$ cat config.mk
export PLATFORM = sky130hd
export DESIGN_NAME = misra_gries_frequent_items_unit_flat
export DESIGN_NICKNAME = d
export VERILOG_FILES = /design/src/sv/mgf_pkg.sv /design/src/sv/mgf_if.sv /design/src/sv/mgf_cell.sv /design/src/sv/misra_gries_frequent_items_unit.sv /design/src/flat_wrapper.sv
export SDC_FILE = /design/constraint.sdc
export NUM_CORES = 2
export LEC_CHECK = 0
export ABC_AREA = 1
export BUFFER_PORTS_ARGS = -buffer_cell sky130_fd_sc_hd__buf_2
export CAP_MARGIN = 15
export CORE_UTILIZATION = 60
export CTS_BUF_LIST = sky130_fd_sc_hd__clkbuf_8
export DETAILED_ROUTE_END_ITERATION = 10
export PLACE_DENSITY = 0.86
export SYNTH_ARGS = -nofsm -noshare
export SYNTH_HDL_FRONTEND = slang
export SYNTH_SLANG_ARGS = --single-unit
$ cat constraint.sdc
create_clock -name clk -period 13.8 [get_ports clk]
set_input_delay 0 -clock clk [delete_from_list [all_inputs] [get_ports clk]]
set_output_delay 0 -clock clk [all_outputs]
set_load 0.02 [all_outputs]
$ cat src/sv/mgf_pkg.sv
`timescale 1ns / 1ps
// ----------------------------------------------------------------------------
// mgf_pkg: shared types for the frequent-items unit
// Scan record, cell command and controller state.
// ----------------------------------------------------------------------------
package mgf_pkg;

	// residual counter width, fixed by the result item
	localparam int COUNT_W = 32;
	// stream and candidate value width on the channels
	localparam int PORT_VALUE_W = 32;
	// width of slot counts and indexes in the scan record (up to 63 slots)
	localparam int REC_W = 6;
	// width of the occupancy limit register
	localparam int LIMIT_W = 4;
	localparam logic [LIMIT_W-1:0] LIMIT_RESET = 4'd15;

	typedef logic [REC_W-1:0] rec_num_t;

	// token handed from cell to cell during a scan
	typedef struct packed {
		logic     hit;
		logic     free_found;
		rec_num_t occ;
		rec_num_t free_idx;
	} scan_rec_t;

	typedef enum logic [2:0] {
		OP_HOLD,
		OP_INC,
		OP_CLAIM,
		OP_DEC,
		OP_SHIFT
	} cell_op_t;

	typedef struct packed {
		cell_op_t op;
		rec_num_t idx;
	} cell_cmd_t;

	typedef enum logic [1:0] {
		ST_IDLE,
		ST_SCAN,
		ST_APPLY,
		ST_DRAIN
	} fsm_state_t;

endpackage

$ cat src/sv/mgf_if.sv
`timescale 1ns / 1ps
// ----------------------------------------------------------------------------
// mgf channels: stream input and candidate readout
// Valid/ready interfaces carrying one item per handshake.
// ----------------------------------------------------------------------------
interface mgf_in_if;
	logic        valid;
	logic        ready;
	logic [31:0] stream_value;
	logic        end_of_stream;

	modport source (output valid, output stream_value, output end_of_stream, input ready);
	modport sink (input valid, input stream_value, input end_of_stream, output ready);
endinterface

interface mgf_out_if;
	logic        valid;
	logic        ready;
	logic        slot_valid;
	logic [31:0] candidate_value;
	logic [31:0] residual_count;
	logic        last_slot;

	modport source (output valid, output slot_valid, output candidate_value,
		output residual_count, output last_slot, input ready);
	modport sink (input valid, input slot_valid, input candidate_value,
		input residual_count, input last_slot, output ready);
endinterface

$ cat src/sv/mgf_cell.sv
`timescale 1ns / 1ps
// ----------------------------------------------------------------------------
// mgf_cell: one value/counter slot
// Extends the scan token with its own state and applies broadcast commands.
// ----------------------------------------------------------------------------
module mgf_cell #(
	parameter int VALUE_WIDTH = 32,
	parameter int CELL_IDX    = 0
) (
	input  logic                    clk,
	input  logic                    arst_n,
	input  logic [VALUE_WIDTH-1:0]  v,
	input  logic                    tok_in_vld,
	input  mgf_pkg::scan_rec_t      tok_in,
	output logic                    tok_out_vld,
	output mgf_pkg::scan_rec_t      tok_out,
	input  mgf_pkg::cell_cmd_t      cmd,
	input  logic [VALUE_WIDTH-1:0]  shift_value,
	input  logic [mgf_pkg::COUNT_W-1:0] shift_count,
	output logic [VALUE_WIDTH-1:0]  value_q,
	output logic [mgf_pkg::COUNT_W-1:0] count_q
);
	import mgf_pkg::*;

	logic      occ;
	logic      match;
	scan_rec_t rec_n;

	assign occ   = (count_q != '0);
	assign match = occ && (value_q == v);

	always_comb begin
		rec_n     = tok_in;
		rec_n.hit = tok_in.hit | match;
		rec_n.occ = tok_in.occ + REC_W'(occ);
		if (!tok_in.free_found && !occ) begin
			rec_n.free_found = 1'b1;
			rec_n.free_idx   = REC_W'(CELL_IDX);
		end
	end

	always_ff @(posedge clk or negedge arst_n) begin
		if (!arst_n) begin
			tok_out_vld <= 1'b0;
		end else begin
			tok_out_vld <= tok_in_vld;
		end
	end

	always_ff @(posedge clk) begin
		if (tok_in_vld) begin
			tok_out <= rec_n;
		end
	end

	always_ff @(posedge clk or negedge arst_n) begin
		if (!arst_n) begin
			count_q <= '0;
		end else begin
			unique case (cmd.op)
				OP_INC: begin
					if (match && count_q != '1) count_q <= count_q + COUNT_W'(1);
				end
				OP_CLAIM: begin
					if (cmd.idx == REC_W'(CELL_IDX)) count_q <= COUNT_W'(1);
				end
				OP_DEC: begin
					if (occ) count_q <= count_q - COUNT_W'(1);
				end
				OP_SHIFT: begin
					count_q <= shift_count;
				end
				default: begin
					count_q <= count_q;
				end
			endcase
		end
	end

	// slot value carries no reset; it is only read while the count is nonzero
	always_ff @(posedge clk) begin
		if (cmd.op == OP_CLAIM && cmd.idx == REC_W'(CELL_IDX)) begin
			value_q <= v;
		end else if (cmd.op == OP_SHIFT) begin
			value_q <= shift_value;
		end
	end

endmodule

$ cat src/sv/misra_gries_frequent_items_unit.sv
`timescale 1ns / 1ps
// ----------------------------------------------------------------------------
// misra_gries_frequent_items_unit: Misra-Gries frequent-items summary
// Row of value/counter cells with a scan token and a readout shift path.
// ----------------------------------------------------------------------------
//  channel | dir | handshake        | item
//  --------+-----+------------------+------------------------------------------
//  stream  | in  | valid/ready      | stream_value, end_of_stream
//  result  | out | valid/ready      | slot_valid, candidate_value,
//          |     |                  | residual_count, last_slot
//  cfg     | in  | cfg_we (no wait) | counters_in_use (cfg_wdata)
//
//  Flow: each item goes through accept, a scan token that walks the cell
//  row one cell per cycle, then an update step. The row length sets how
//  long the scan lasts. An end-of-stream item then drains MAX_COUNTERS
//  result items, one per accepted output handshake; the same shift clears
//  the table. Stream ready is low from accept until the item (and any
//  readout) is done. Reset zeroes all counters and sets the limit to 15.
// ----------------------------------------------------------------------------
module misra_gries_frequent_items_unit #(
	parameter int MAX_COUNTERS = 15,
	parameter int VALUE_WIDTH  = 32
) (
	input  logic                          clk,
	input  logic                          arst_n,
	mgf_in_if.sink                        stream,
	mgf_out_if.source                     result,
	input  logic                          cfg_we,
	input  logic [mgf_pkg::LIMIT_W-1:0]   cfg_wdata
);
	import mgf_pkg::*;

	localparam int IDX_W = (MAX_COUNTERS > 1) ? $clog2(MAX_COUNTERS) : 1;
	localparam logic [IDX_W-1:0] LAST_IDX = IDX_W'(MAX_COUNTERS - 1);

	fsm_state_t state_q, state_n;

	logic [LIMIT_W-1:0]     limit_q;
	logic [VALUE_WIDTH-1:0] v_q;
	logic                   eos_q;
	logic                   start_q;
	logic [IDX_W-1:0]       drain_q;

	logic      accept;
	logic      drain_step;
	rec_num_t  limit_eff;
	cell_cmd_t cmd;

	// cell row wiring
	logic                   tok_vld [MAX_COUNTERS+1];
	scan_rec_t              tok     [MAX_COUNTERS+1];
	logic [VALUE_WIDTH-1:0] cell_value [MAX_COUNTERS];
	logic [COUNT_W-1:0]     cell_count [MAX_COUNTERS];

	logic       head_valid;
	logic [63:0] head_value_wide;

	assign accept     = stream.valid && stream.ready;
	assign drain_step = result.valid && result.ready;

	// occupancy limit, clamped to the row length
	assign limit_eff = (REC_W'(limit_q) > REC_W'(MAX_COUNTERS)) ?
		REC_W'(MAX_COUNTERS) : REC_W'(limit_q);

	always_ff @(posedge clk or negedge arst_n) begin
		if (!arst_n) begin
			limit_q <= LIMIT_RESET;
		end else if (cfg_we) begin
			limit_q <= cfg_wdata;
		end
	end

	// input item capture; only the low VALUE_WIDTH bits of the value count
	always_ff @(posedge clk) begin
		if (accept) begin
			v_q   <= VALUE_WIDTH'(64'(stream.stream_value));
			eos_q <= stream.end_of_stream;
		end
	end

	// token launch pulse into cell 0
	always_ff @(posedge clk or negedge arst_n) begin
		if (!arst_n) begin
			start_q <= 1'b0;
		end else begin
			start_q <= accept;
		end
	end

	always_ff @(posedge clk or negedge arst_n) begin
		if (!arst_n) begin
			state_q <= ST_IDLE;
			drain_q <= '0;
		end else begin
			state_q <= state_n;
			if (state_q != ST_DRAIN) begin
				drain_q <= '0;
			end else if (drain_step) begin
				drain_q <= drain_q + IDX_W'(1);
			end
		end
	end

	// next state
	always_comb begin
		state_n = state_q;
		unique case (state_q)
			ST_IDLE:  if (accept) state_n = ST_SCAN;
			ST_SCAN:  if (tok_vld[MAX_COUNTERS]) state_n = ST_APPLY;
			ST_APPLY: state_n = eos_q ? ST_DRAIN : ST_IDLE;
			ST_DRAIN: if (drain_step && drain_q == LAST_IDX) state_n = ST_IDLE;
			default:  state_n = ST_IDLE;
		endcase
	end

	// outputs: handshakes and the command broadcast to the row
	always_comb begin
		stream.ready = 1'b0;
		result.valid = 1'b0;
		cmd.op       = OP_HOLD;
		cmd.idx      = tok[MAX_COUNTERS].free_idx;
		unique case (state_q)
			ST_IDLE: begin
				stream.ready = 1'b1;
			end
			ST_SCAN: begin
			end
			ST_APPLY: begin
				// the final token holds the whole-row verdict
				priority if (tok[MAX_COUNTERS].hit) begin
					cmd.op = OP_INC;
				end else if (tok[MAX_COUNTERS].free_found &&
					tok[MAX_COUNTERS].occ < limit_eff) begin
					cmd.op = OP_CLAIM;
				end else begin
					cmd.op = OP_DEC;
				end
			end
			ST_DRAIN: begin
				result.valid = 1'b1;
				if (drain_step) cmd.op = OP_SHIFT;
			end
			default: begin
			end
		endcase
	end

	assign tok_vld[0] = start_q;
	assign tok[0]     = '{hit: 1'b0, free_found: 1'b0, occ: '0, free_idx: '0};

	// readout shifts toward cell 0; the tail takes a free slot
	genvar gi;
	generate
		for (gi = 0; gi < MAX_COUNTERS; gi++) begin : g_cell
			logic [VALUE_WIDTH-1:0] sh_value;
			logic [COUNT_W-1:0]     sh_count;
			if (gi == MAX_COUNTERS - 1) begin : g_tail
				assign sh_value = cell_value[gi];
				assign sh_count = '0;
			end else begin : g_body
				assign sh_value = cell_value[gi+1];
				assign sh_count = cell_count[gi+1];
			end

			mgf_cell #(
				.VALUE_WIDTH (VALUE_WIDTH),
				.CELL_IDX    (gi)
			) u_cell (
				.clk         (clk),
				.arst_n      (arst_n),
				.v           (v_q),
				.tok_in_vld  (tok_vld[gi]),
				.tok_in      (tok[gi]),
				.tok_out_vld (tok_vld[gi+1]),
				.tok_out     (tok[gi+1]),
				.cmd         (cmd),
				.shift_value (sh_value),
				.shift_count (sh_count),
				.value_q     (cell_value[gi]),
				.count_q     (cell_count[gi])
			);
		end
	endgenerate

	// result payload comes straight from cell 0's registers
	assign head_valid      = (cell_count[0] != '0);
	assign head_value_wide = 64'(cell_value[0]);

	assign result.slot_valid      = head_valid;
	assign result.candidate_value = head_valid ? head_value_wide[PORT_VALUE_W-1:0] : '0;
	assign result.residual_count  = head_valid ? cell_count[0] : '0;
	assign result.last_slot       = (drain_q == LAST_IDX);

endmodule
$ cat src/flat_wrapper.sv
// flat-port wrapper written by rule: the top's interface ports become plain ports
module misra_gries_frequent_items_unit_flat import mgf_pkg::*;
#(
	parameter int MAX_COUNTERS = 15,
	parameter int VALUE_WIDTH  = 32
)
  (clk, arst_n, cfg_we, cfg_wdata, stream_valid, stream_stream_value, stream_end_of_stream, stream_ready, result_valid, result_slot_valid, result_candidate_value, result_residual_count, result_last_slot, result_ready);
  mgf_in_if stream_i ();
  mgf_out_if result_i ();
  input  logic clk;
  input  logic arst_n;
  input  logic cfg_we;
  input  logic [mgf_pkg::LIMIT_W-1:0] cfg_wdata;
  input wire logic [$bits(stream_i.valid)-1:0] stream_valid;
  input wire logic [$bits(stream_i.stream_value)-1:0] stream_stream_value;
  input wire logic [$bits(stream_i.end_of_stream)-1:0] stream_end_of_stream;
  output wire logic [$bits(stream_i.ready)-1:0] stream_ready;
  output wire logic [$bits(result_i.valid)-1:0] result_valid;
  output wire logic [$bits(result_i.slot_valid)-1:0] result_slot_valid;
  output wire logic [$bits(result_i.candidate_value)-1:0] result_candidate_value;
  output wire logic [$bits(result_i.residual_count)-1:0] result_residual_count;
  output wire logic [$bits(result_i.last_slot)-1:0] result_last_slot;
  input wire logic [$bits(result_i.ready)-1:0] result_ready;
  assign stream_i.valid = stream_valid;
  assign stream_i.stream_value = stream_stream_value;
  assign stream_i.end_of_stream = stream_end_of_stream;
  assign stream_ready = stream_i.ready;
  assign result_valid = result_i.valid;
  assign result_slot_valid = result_i.slot_valid;
  assign result_candidate_value = result_i.candidate_value;
  assign result_residual_count = result_i.residual_count;
  assign result_last_slot = result_i.last_slot;
  assign result_i.ready = result_ready;
  misra_gries_frequent_items_unit #(.MAX_COUNTERS(MAX_COUNTERS), .VALUE_WIDTH(VALUE_WIDTH)) u_core (.clk(clk), .arst_n(arst_n), .stream(stream_i), .result(result_i), .cfg_we(cfg_we), .cfg_wdata(cfg_wdata));
endmodule
# After elaboration in Yosys (flattened, before gate mapping)
# Cells that the tools add are included.
# Widths: inputs -> output; s select.
# word_totals
ff_bits	1179
output_inout_bits	68
in_bits	42
wordCells	515
# classes
magnitude_cmp	1
n_reduce_logical	140
n_eq_ne	101
n_addsub	45
bitwise_logic	14
muxes	104
# ops
op	count
$mux 32	75
$pmux 32 s4	15
$add 32x1->32 const B	15
$eq 32x32->1	15
$ne 32x32->1 const B	15
$reduce_bool 32->1	15
$sub 32x1->32 const B	15
$ne 2x2->1 const B	47
$add 6x1->6	13
$logic_and 1x1->1	63
$reduce_and 4->1	15
$eq 4x4->1 const B	8
$reduce_bool 2->1	15
$logic_not 1->1	28
$eq 4x3->1 const B	4
$or 1x1->1	14
$eq 4x2->1 const B	2
$mux 2	4
$mux 4	2
$pmux 2 s4	1
$eq 3x2->1 const B	2
$logic_not 6->1	1
$lt 6x4->1	1
$mux 3	2
other kinds (13)	18

# Depth between registers and ports, before layout
# logic_depth
word_depth	8
ltp_mapped	26
depth_no_buf	25

# By module
# A second synthesis with hierarchy kept.
# hier_totals
hier_cells	16094
hier_area_um2	103505.5
# by_module_without_submodules
mod	area_each_um2	n_inst	cells_each
mgf_cell (u_core.g_cell[1].u_cell ...)	6780.3	2	1045
mgf_cell (u_core.g_cell[4].u_cell ...)	6765.2	2	1046
mgf_cell (u_core.g_cell[5].u_cell ...)	6751.5	2	1041
mgf_cell (u_core.g_cell[13].u_cell ...)	6731.5	2	1076
mgf_cell (u_core.g_cell[0].u_cell)	6840.3	1	1108
mgf_cell (u_core.g_cell[7].u_cell)	6774.0	1	1040
mgf_cell (u_core.g_cell[11].u_cell)	6765.2	1	1041
mgf_cell (u_core.g_cell[12].u_cell)	6737.7	1	1080
mgf_cell (u_core.g_cell[9].u_cell)	6734.0	1	1040
mgf_cell (u_core.g_cell[10].u_cell)	6727.7	1	1042
mgf_cell (u_core.g_cell[3].u_cell)	6713.9	1	1080
misra_gries_frequent_items_unit	2155.8	1	247

# Worst setup path after synthesis
# Ideal clock, no wire load.
# synth_path
kind	register -> register
start	register u_core.limit_q[3]
end	register u_core.g_cell[3].u_cell.count_q[13] (netlist name)
path_slack_ns	8.065
t_arrival_ns	5.612
n_path_buf	1
required_time_ns	13.676
period_less_slack_ns	5.735
setup_time_ns	0.124
stages_incl_launch_ff	19
path_cell_list	dfstp_2 > inv_1 > ha_1 > nand2_1 > nor2_1 > nand2_1 > nand3_1 > nand3_1 > inv_2 > buf_4 > ha_1 > or2_2 > nand3_1 > nand2_1 > nand2_1 > nand2_1 > xor2_1 > a21boi_0 > o21ai_1
# synth_between
elab_chain_len	8
elab_cells_between_ends	15
cone_classes	1 x order compare; 7 x eq/ne; 4 x mux; 3 x reduce/logical
# synth_rtl
element	line	text
from (decl)	misra_gries_frequent_items_unit.sv:38	logic [LIMIT_W-1:0] limit_q;
from (signal assigned)	misra_gries_frequent_items_unit.sv:69	limit_q <= cfg_wdata;
$lt 6x4->1 (*)	misra_gries_frequent_items_unit.sv:133	tok[MAX_COUNTERS].occ < limit_eff) begin
$logic_and 1x1->1 (*)	misra_gries_frequent_items_unit.sv:132	end else if (tok[MAX_COUNTERS].free_found &&
$mux 1 (*)	misra_gries_frequent_items_unit.sv:132	
$mux 3 (*)	misra_gries_frequent_items_unit.sv:130	priority if (tok[MAX_COUNTERS].hit) begin
$pmux 3 s2 (*)	misra_gries_frequent_items_unit.sv:122	unique case (state_q)
$eq 3x2->1 (tied with other cells)	mgf_cell.sv:60	unique case (cmd.op)
$ne 2x2->1 (no line) / $reduce_bool 4->1 (equally long branches)	n/a	
$reduce_and 4->1 (no line)	n/a	
to (signal assigned)	mgf_cell.sv:62	if (match && count_q != '1) count_q <= count_q + COUNT_W'(1);
to (signal assigned)	mgf_cell.sv:68	if (occ) count_q <= count_q - COUNT_W'(1);
to (signal assigned)	mgf_cell.sv:71	count_q <= shift_count;
to (decl)	mgf_cell.sv:21	output logic [mgf_pkg::COUNT_W-1:0] count_q
# Every way passes the cells marked *; elsewhere a longest branch is shown, timed or not.
# A chain may end at the register's enable or synchronous reset.

# Final worst setup path
# layout_path
start	register u_core.limit_q[2]
end	register u_core.g_cell[5].u_cell.count_q[30] (netlist name)
# layout_between
elab_chain_len	8
elab_cells_between_ends	15
cone_classes	1 x order compare; 7 x eq/ne; 4 x mux; 3 x reduce/logical
# layout_rtl
element	line
$lt 6x4->1 (*)	misra_gries_frequent_items_unit.sv:133
$logic_and 1x1->1 (*)	misra_gries_frequent_items_unit.sv:132
$mux 1 (*)	misra_gries_frequent_items_unit.sv:132
$mux 3 (*)	misra_gries_frequent_items_unit.sv:130
$pmux 3 s2 (*)	misra_gries_frequent_items_unit.sv:122
$eq 3x2->1 (tied with other cells)	mgf_cell.sv:60
$ne 2x2->1 (no line) / $reduce_bool 4->1 (equally long branches)	n/a
$reduce_and 4->1 (no line)	n/a
to (signal assigned)	mgf_cell.sv:62
to (signal assigned)	mgf_cell.sv:68
to (signal assigned)	mgf_cell.sv:71
to (decl)	mgf_cell.sv:21
# Marked as above.

==> summary.md <==
| Metric | Value |
|---|---|
| Hpwl dp | 212000 um |
| Min Tclk post-route | 5.15 ns |
| Starting density of the core | 60.5% |
| PwrDens | 173 nW/um2 |
| Cell taking the most area after synthesis | nand2_1 |
| Final Hold Viols | 0 |
| RSZ-0062 raised after global routing | no |
| Vias in the first global route | 84900 |
| CTS tree | built |
| Post-synth cell types | 49 |
| Core Region | 156000 um2 |
| Critical Path AT | 5.98 ns |
| Ports | 110 |
| Die area | 159000 um2 |
| Dominant cells by area after synthesis | nand2_1, edfxtp_1, dfrtp_1, inv_1, ha_1 |
| Num Clock Sinks | 1169 |
| Drt wl/cell | 17.9 um |
| P_leak | 52.0 nW |
| Synth top area share | 22.9% |
| Remaining global-route overflow | 0 |
| Primary FF master, synth | edfxtp_1 |
| DR pass1 iterations | 9 |
| Gp weighted congestion | 1.03 |
| ANT nets after route | 0 |
| Final period util | 37.3% |
| Total CTS buffers | 201 |
| Sum Neg Setup Slack | 0 ns |
| Commonest non-fill, non-tap cell in the layout | nand2_1 |
| Reg clk slew, reported paths | 0.06 ns |
| Row count | 145 |
| Worst Path Max Fanout | 136 |
| Hold Path Class | in2reg |
| CP startpoint kind | flip-flop |
| CTS root buffer | clkbuf_8 |
| Post-synthesis sequential area ratio | 34.5% |
| Resized Gates After CTS | 0 |
| FFs w/ async S/R, synth | 43.3% |
| Slew of the pin with the lowest slew margin | 1.22 ns |
| WP data required | 14.63 ns |
| First-pass GRT wire length | 458000 um |
| Post-synth EDFFs | 663 |
| Mapped Nets | 14700 |
| Vias/cell | 5.66 |
| Post-Syn Instances | 14100 |
| Final setup fails | 0 |
| Die height | 399 um |
| H-tree depth | 4 |
| Synth Register Bits | 1169 |
| Routed WL | 293000 um |
| Instance area after placement | 95800 um2 |
| Vias | 92800 |
| Slew headroom | 18.3% |
| Yosys warns | 0 |
| Share of cells above drive strength 1 | 4.41% |
| Status | completed |
| Fillers | 13900 |
| Post-route cell area | 101000 um2 |
| Peak Freq | 0.194 GHz |
| Nets | 14700 |
| Critical path class | reg2reg |
| # DRC | 0 |
| Die width | 399 um |
| Maximum vdd drop | 138 uV |
| Commonest cells after routing, fill and taps aside | nand2_1, inv_1, nor2_1 |
| Clock Path Buffers | 3 |
| Slew Viols, Final | 0 |
| GRT Total Usage | 36.2% |
| Critical Path End Type | flip-flop |
| Pin count of the biggest net entering global routing | 176 |
| Skew final | 0.0548 ns |
| Initial antenna violation count | 6 |
| DR iter-0 viols | 10700 |
| MaxCap Viol Count | 0 |
| Worst skew pair latency | 0.95 ns |
| Mapped cell area | 94500 um2 |
| Synthesized area per cell | 6.68 um2 |
| Area growth syn-to-layout | 6.68% |
| Port Buffers | 109 |
==> metal layers <==
layer / global-route usage [%] / wire length, um
met1: 46.4 / 115000
met2: 57.9 / 132000
met3: 6.58 / 29200
met4: 19.6 / 17600
met5: 0 / 42
==> cell families (layout without fill, tap and decap cells) <==
group,Yosys count,count (layout),share of synthesized area [%]
fa+ha+maj,497,497,6.70
xor+xnor,621,621,5.76
compound gates,1401,1401,8.11
buf+inv,2119,2313,9.35
flops,1169,1169,34.5
mux,1,1,0.0119
other cells,0,4,0
simple gates,8337,8337,35.6
==> power by group <==
part           switching (mW)  total, mW  internal [mW]
Combinational            5.40       8.11           2.71
Clock                    1.60       3.30           1.70
Sequential               1.25       6.01           4.76
Total                    8.24       17.4           9.17
==> path summary, 6_finish.rpt <==
check,depth (start not counted),slack [ns],startpoint,endpoint
max,23,8.65,u_core.limit_q[2],u_core.g_cell[5].u_cell.count_q[30]
min in group asynchronous,4,0.26,arst_n,u_core.g_cell[0].u_cell.count_q[23]
max in group asynchronous,6,10.95,arst_n,u_core.g_cell[11].u_cell.count_q[21]
min reg2reg,1,0.47,u_core.g_cell[12].u_cell.tok_out[3],u_core.g_cell[13].u_cell.tok_out[3]
max reg2reg,23,8.65,u_core.limit_q[2],u_core.g_cell[5].u_cell.count_q[30]
min,4,0.10,cfg_we,u_core.limit_q[1]
==> worst max-delay path, cell delays in order, from the launching register on <==
cell     delay [ns]
dfstp_2        0.51
inv_1          0.06
ha_1           0.31
nand2_1        0.07
nor2_1         0.11
nand2_1        0.08
nand3_1        0.10
nand3_2        0.14
inv_8          0.53
buf_4          1.05
ha_1           0.45
nand2_1        0.13
inv_1          0.05
a21oi_1        0.25
nor2_1         0.09
nor2_1         0.09
nand2_1        0.15
nand2_1        0.13
nand2_1        0.06
nand2_1        0.06
nand3_1        0.06
nand2_1        0.10
nand2_1        0.06
nand2_1        0.10
==> cell type report <==
cell class / count / area, um2 / area share (%)
Antenna cell: 4 / 10.0 / 0.00993
Clock buffer: 222 / 3060 / 3.03
Clock inverter: 142 / 1010 / 1.01
Inverter: 1679 / 6310 / 6.26
Multi-Input combinational cell: 10900 / 53200 / 52.8
Sequential cell: 1169 / 32600 / 32.3
Tap cell: 2058 / 2570 / 2.55
Timing Repair Buffer: 270 / 2070 / 2.05
==> stage by stage <==
| stage | power, mW | hold slack, ns | setup slack, ns | utilization (%) | cells |
|---|---|---|---|---|---|
| after floorplan | 11.7 | -0.296 | 8.06 | - | 14100 |
| after global placement | 13.7 | -0.00250 | 9.02 | 61.3 | 15900 |
| after detailed placement | 13.9 | -0.000564 | 8.92 | 61.3 | 15900 |
| after CTS | 17.2 | 0.00863 | 8.80 | 64.5 | 16400 |
| after global routing | 18.6 | 0.0474 | 8.37 | 64.5 | 16400 |
| final | 17.4 | 0.105 | 8.65 | 64.5 | 16400 |
==> cells in the mapped netlist (28+ instances only) <==
library cell     n
nand2_1       5774
inv_1         1658
nor2_1        1254
o21ai_0        702
nand3_1        698
edfxtp_1       663
dfrtp_1        502
ha_1           482
a21oi_1        386
xor2_1         315
xnor2_1        306
clkbuf_1       233
nand4_1        209
nor3_1         164
o22ai_1        102
buf_6           84
or2_2           83
buf_2           82
o21bai_1        70
nand3b_1        66
a21boi_0        45
buf_4           40
and2_1          33
o21ai_1         33
a21o_1          28
==> state kept, by name, summed over array words and instances, names as in the netlist <==
register	count
u_core.g_cell.u_cell.value_q	480
u_core.eos_q	1
u_core.g_cell.u_cell.tok_out	150
u_core.g_cell.u_cell.count_q	480
u_core.v_q	32
u_core.limit_q	4
u_core.g_cell.u_cell.tok_out_vld	15
u_core.drain_q	4
u_core.state_q	2
u_core.start_q	1
==> timing repair <==
item,CTS,global route
buffers inserted,0,0
endpoints found under the hold margin,383,0
hold buffers,86,0
(Power assumes the default switching activity.)
